### src/sv/coa_pkg.sv
// Shared constants and types for the comment owner attach block.
// No dependencies; used by comment_owner_attach_top, coa_scan and the bench.
`timescale 1ns / 1ps

package coa_pkg;

  // Default sizing
  localparam int unsigned MAX_NODES   = 1024;
  localparam int unsigned OFFSET_BITS = 16;

  // Width of node ids on the result and configuration ports
  localparam int unsigned ID_W = 10;

  // Input command codes
  localparam logic [1:0] CMD_CLEAR = 2'd0;
  localparam logic [1:0] CMD_LOAD  = 2'd1;
  localparam logic [1:0] CMD_TOKEN = 2'd2;

  // Token classes
  localparam logic [1:0] CLS_REAL    = 2'd0;
  localparam logic [1:0] CLS_SPACE   = 2'd1;
  localparam logic [1:0] CLS_COMMENT = 2'd2;

  // Status of the neighbor search unit toward the control logic
  typedef struct packed {
    logic busy;
    logic done;
    logic has_prec;
    logic has_foll;
  } scan_status_t;

endpackage

### src/sv/coa_scan.sv
// Neighbor search unit: streams the node ranges out of the range store and
// keeps the best preceding and following node. Depends on coa_pkg.
`timescale 1ns / 1ps

module coa_scan #(
  parameter int unsigned ADDR_W = 10,
  parameter int unsigned CNT_W  = 11,
  parameter int unsigned OFF_W  = 16
) (
  input  logic                    clk_i,
  input  logic                    rst_ni,
  input  logic                    start_i,
  input  logic                    ack_i,
  input  logic [OFF_W-1:0]        off_i,
  input  logic [OFF_W:0]          end_i,
  input  logic [CNT_W-1:0]        count_i,
  output logic                    re_o,
  output logic [ADDR_W-1:0]       raddr_o,
  input  logic [2*OFF_W-1:0]      rdata_i,
  output coa_pkg::scan_status_t   status_o,
  output logic [ADDR_W-1:0]       prec_id_o,
  output logic [ADDR_W-1:0]       foll_id_o
);

  typedef enum logic [1:0] {
    S_IDLE,
    S_RUN,
    S_DONE
  } state_e;

  state_e            state_q;
  logic [CNT_W-1:0]  idx_q;
  logic              rv_q;
  logic [ADDR_W-1:0] rid_q;
  logic [OFF_W-1:0]  off_q;
  logic [OFF_W:0]    end_q;

  logic              pfound_q;
  logic [OFF_W-1:0]  pend_q;
  logic [OFF_W:0]    pspan_q;
  logic [ADDR_W-1:0] pid_q;
  logic              ffound_q;
  logic [OFF_W-1:0]  fstart_q;
  logic [OFF_W:0]    fspan_q;
  logic [ADDR_W-1:0] fid_q;

  logic              issue;
  logic [OFF_W-1:0]  first_v;
  logic [OFF_W-1:0]  last_v;
  logic [OFF_W:0]    span_v;
  logic              nonzero;
  logic              upd_p;
  logic              upd_f;

  // Read request toward the range store
  assign issue   = (state_q == S_RUN) && (idx_q < count_i);
  assign re_o    = issue;
  assign raddr_o = idx_q[ADDR_W-1:0];

  // Candidate evaluation on the returned range; span keeps the borrow bit so
  // a malformed range compares as a very large span
  assign first_v = rdata_i[2*OFF_W-1:OFF_W];
  assign last_v  = rdata_i[OFF_W-1:0];
  assign span_v  = {1'b0, last_v} - {1'b0, first_v};
  assign nonzero = (first_v != '0) || (last_v != '0);

  assign upd_p = rv_q && nonzero && (last_v <= off_q) && (last_v >= pend_q) &&
                 ((last_v > pend_q) || (pfound_q && (span_v < pspan_q)));
  assign upd_f = rv_q && nonzero && ({1'b0, first_v} >= end_q) &&
                 (!ffound_q || (first_v < fstart_q) ||
                  ((first_v == fstart_q) && (span_v < fspan_q)));

  // Sequencer and best-candidate registers
  always_ff @(posedge clk_i or negedge rst_ni) begin
    if (!rst_ni) begin
      state_q  <= S_IDLE;
      idx_q    <= '0;
      rv_q     <= 1'b0;
      rid_q    <= '0;
      off_q    <= '0;
      end_q    <= '0;
      pfound_q <= 1'b0;
      pend_q   <= '0;
      pspan_q  <= '0;
      pid_q    <= '0;
      ffound_q <= 1'b0;
      fstart_q <= '0;
      fspan_q  <= '0;
      fid_q    <= '0;
    end else begin
      unique case (state_q)
        S_IDLE: begin
          rv_q <= 1'b0;
          if (start_i) begin
            state_q  <= S_RUN;
            idx_q    <= '0;
            off_q    <= off_i;
            end_q    <= end_i;
            pfound_q <= 1'b0;
            pend_q   <= '0;
            ffound_q <= 1'b0;
            pid_q    <= '0;
            fid_q    <= '0;
          end
        end
        S_RUN: begin
          rv_q  <= issue;
          rid_q <= idx_q[ADDR_W-1:0];
          if (issue) begin
            idx_q <= idx_q + CNT_W'(1);
          end
          if (upd_p) begin
            pfound_q <= 1'b1;
            pend_q   <= last_v;
            pspan_q  <= span_v;
            pid_q    <= rid_q;
          end
          if (upd_f) begin
            ffound_q <= 1'b1;
            fstart_q <= first_v;
            fspan_q  <= span_v;
            fid_q    <= rid_q;
          end
          if (!issue && !rv_q) begin
            state_q <= S_DONE;
          end
        end
        S_DONE: begin
          if (ack_i) begin
            state_q <= S_IDLE;
          end
        end
        default: state_q <= S_IDLE;
      endcase
    end
  end

  assign status_o.busy     = (state_q != S_IDLE);
  assign status_o.done     = (state_q == S_DONE);
  assign status_o.has_prec = pfound_q;
  assign status_o.has_foll = ffound_q;
  assign prec_id_o         = pid_q;
  assign foll_id_o         = fid_q;

endmodule

### config.mk
export PLATFORM = sky130hd
export DESIGN_NAME = coa_scan
export DESIGN_NICKNAME = d
export VERILOG_FILES = /design/src/sv/coa_pkg.sv /design/src/sv/coa_scan.sv
export SDC_FILE = /design/constraint.sdc
export NUM_CORES = 1
export LEC_CHECK = 0
export CORE_UTILIZATION = 25
export CTS_BUF_LIST = sky130_fd_sc_hd__clkbuf_16
export CTS_CLUSTER_SIZE = 25
export DETAILED_ROUTE_END_ITERATION = 10
export DONT_BUFFER_PORTS = 1
export PLACE_DENSITY = 0.36
export SKIP_CTS_REPAIR_TIMING = 1
export SKIP_LAST_GASP = 1
export SLEW_MARGIN = 25
export SYNTH_ARGS = -nofsm -noshare
export SYNTH_HDL_FRONTEND = slang
export SYNTH_SLANG_ARGS = --single-unit
### constraint.sdc
create_clock -name clk_i -period 5.5 [get_ports clk_i]
set_input_delay 1.1 -clock clk_i [delete_from_list [all_inputs] [get_ports clk_i]]
set_output_delay 1.1 -clock clk_i [all_outputs]
set_load 0.05 [all_outputs]
==> run metrics <==
status=completed; setup tns final=0 ps; Net count, final=1184; Pleak=5.27 nW; power per standard cell area=491 nW/um^2; Syn Inst Count=983; Wirelength per Cell=18.4 um; Yosys warnings=0; Main synth FF type=dfrtp_1; cts bufs inserted=17; H-tree depth=4; Clk pin slew, worst setup/hold paths=70 ps; Clock Latency Late Sink=430 ps; fraction of layout cells with a size suffix above 1=9.97%; residual antenna-violating net count after detailed routing=0; CP Data Arrival Time=5090 ps; # DRC=0; clock sink total=145; area leader, netlist=dfrtp_1; RD Place Congestion=0.813; Max IR drop VDD=215 uV; Final Skew=10.5 ps; Overflow after GRT=0; width of the die=195 um; Yosys reg bits=145; io pins=115; mux share of post-synthesis cell area=9.92%; Worst Path Required=5810 ps; Post-Route WL=26800 um; Reg-to-Reg Start=idx_q[5]; CTS tree=yes; Initial Utilization=25.4%; Worst slew margin=29.9%; antenna violations before repair=0; Hold WS=376 ps; Max Clk Rate=0.209 GHz; max-slew violations=0; Layout Cells excl Fill=1461; Critical Path Source=rdata_i[0]; EDFF count, synth=0; largest family of logic cells by synthesized area=adder cells; routed vias/inst=4.62; Port Buffers=0; drt first pass iters=5; post-DP HPWL=20100 um; fin crit share=87.1%; drt initial violations=273; largest net degree at the start of global routing=146; area grow syn2layout=12.1%; Final Setup Violations=0; post-synthesis adder-cell area fraction=16.8%; HP Class=in -> async; number of global-route vias before repair=6888; placed insts=1429; DIE AREA=37900 um^2; Synth Area in Compound Gates=12.3%; top cell type's share of synthesized area=39.1%; Worst Path Max Fanout=16; synthesized area=9280 um^2; startpoint types=primary input; core area=36500 um^2; Area contributors post-synth=dfrtp_1 39%, ha_1 17%, inv_1 5.5%; setup ws final=712 ps; min Tclk post-route=4790 ps; Vias=6750; Clock Path Buffers=2; Total Routing Usage GR=14.7%; async set-reset flop share out of synthesis=100%; worst slew pin tran=1050 ps; Root Buffer Master=clkbuf_16; Hold Vio Cnt, Final=0; Syn Nets=1187; Seq/Total Area, Yosys=39.1%; Crit Path Class=in -> reg; max-capacitance violation count=0; Core Rows=70; first-pass GRT wire length=42200 um; fraction of the mapped netlist area in simple logic gates=13.1%; # diodes=0; Util after Layout=28.5%; RSZ-0062 raised after global routing=false; Die Height=195 um; Critical Path Sink Type=register; syn_area_per_cell=9.44 um^2; Placement Setup Slack=256 ps; Cell variety after synth=53; xor and xnor area share after synthesis=1.04%
[layout by cell type (no fill, tap or decap), types with 3 or more instances in the layout]
cell / instances
mux2i_1: 38
mux2_2: 45
nor3_1: 9
o31ai_1: 6
mux2_1: 3
nand2_1: 134
a31oi_1: 4
nand4_1: 15
a211o_1: 6
dfrtp_1: 145
a21o_1: 16
clkinv_2: 4
or4_1: 6
xnor2_1: 10
o21a_1: 6
buf_12: 3
o2111ai_1: 3
and3_1: 7
clkbuf_16: 17
nand3_1: 24
o21ai_0: 52
nor4_1: 10
a21oi_1: 45
nand2b_1: 3
or3_1: 4
o311ai_0: 3
ha_1: 123
buf_4: 14
nor2_1: 33
inv_1: 138
clkinvlp_4: 3
nor2b_1: 9
a211oi_1: 9
o211ai_1: 13
[metal layers]
metal	wire length (um)	global-route usage [%]	vias up
met5	0	0	-
met4	227	3.12	0
met3	1660	4.60	13
met2	12500	23.6	126
met1	12400	19.2	3240
li1	-	-	3371
[cell type report]
class                   instances  area (um^2)
repair buffers                 17          165
fillers                      3888        26100
clock inverters                15          145
well taps                     468          586
multi-input cells             663         4940
flip-flops and latches        145         3630
clock buffers                  17          425
inverters                     136          510
[flip-flops by register name, summed over array words and instances (netlist names)]
signal     cells
off_q         16
prec_id_o     10
fspan_q       17
fstart_q      16
state_q        2
end_q         17
ffound_q       1
idx_q         11
foll_id_o     10
rv_q           1
pend_q        16
pfound_q       1
pspan_q       17
rid_q         10
[kinds of logic after synthesis]
logic type	count (synthesis)
adder cells (fa/ha/maj)	124
AO/OA/AOI/OAI	177
flip-flops	145
AND/OR/NAND/NOR	265
multiplexers	86
XOR/XNOR	11
buffers and inverters	175
[cell usage after synthesis (15+ instances only)]
cell type / n
inv_1: 136
nand2_1: 134
ha_1: 123
nand4_1: 15
o21ai_0: 52
a21o_1: 16
buf_4: 16
mux2i_1: 38
nand3_1: 24
mux2_2: 45
clkbuf_1: 18
nor2_1: 33
a21oi_1: 45
dfrtp_1: 145
[power by group]
group	internal (mW)	switching, mW	total (mW)
clock	0.665	0.499	1.16
sequential	1.47	0.428	1.90
combinational	0.956	1.09	2.05
total	3.09	2.02	5.11
[path summary, 6_finish.rpt]
check / to / slack (ps) / cells after the start
worst max-delay path: pend_q[1] / 710 / 19
worst min-delay path: pspan_q[14] / 380 / 0
worst max register to register: idx_q[7] / 2380 / 8
worst min register to register: end_q[16] / 470 / 2
max in group asynchronous: fspan_q[4] / 4700 / 0
min in group clk_i: end_q[16] / 470 / 2
[stage by stage]
step,power (mW),area [um^2]
floorplan,3.47,9280
CTS,5.20,10400
global placement,3.99,9830
detailed placement,4.00,9830
global route,5.55,10400
finish,5.11,10400
[worst max-delay path: stages]
cell	delay, ps
inv_1	130
ha_1	190
inv_1	60
fa_1	390
a21oi_1	210
o211ai_1	190
o21ai_0	320
o2111ai_1	190
a21oi_1	200
xnor2_1	220
ha_1	290
and3_1	180
nand2_1	60
nand4b_1	100
a21oi_1	190
o41ai_1	140
a211oi_4	250
buf_4	300
mux2_2	370
(Power assumes the default switching activity.)
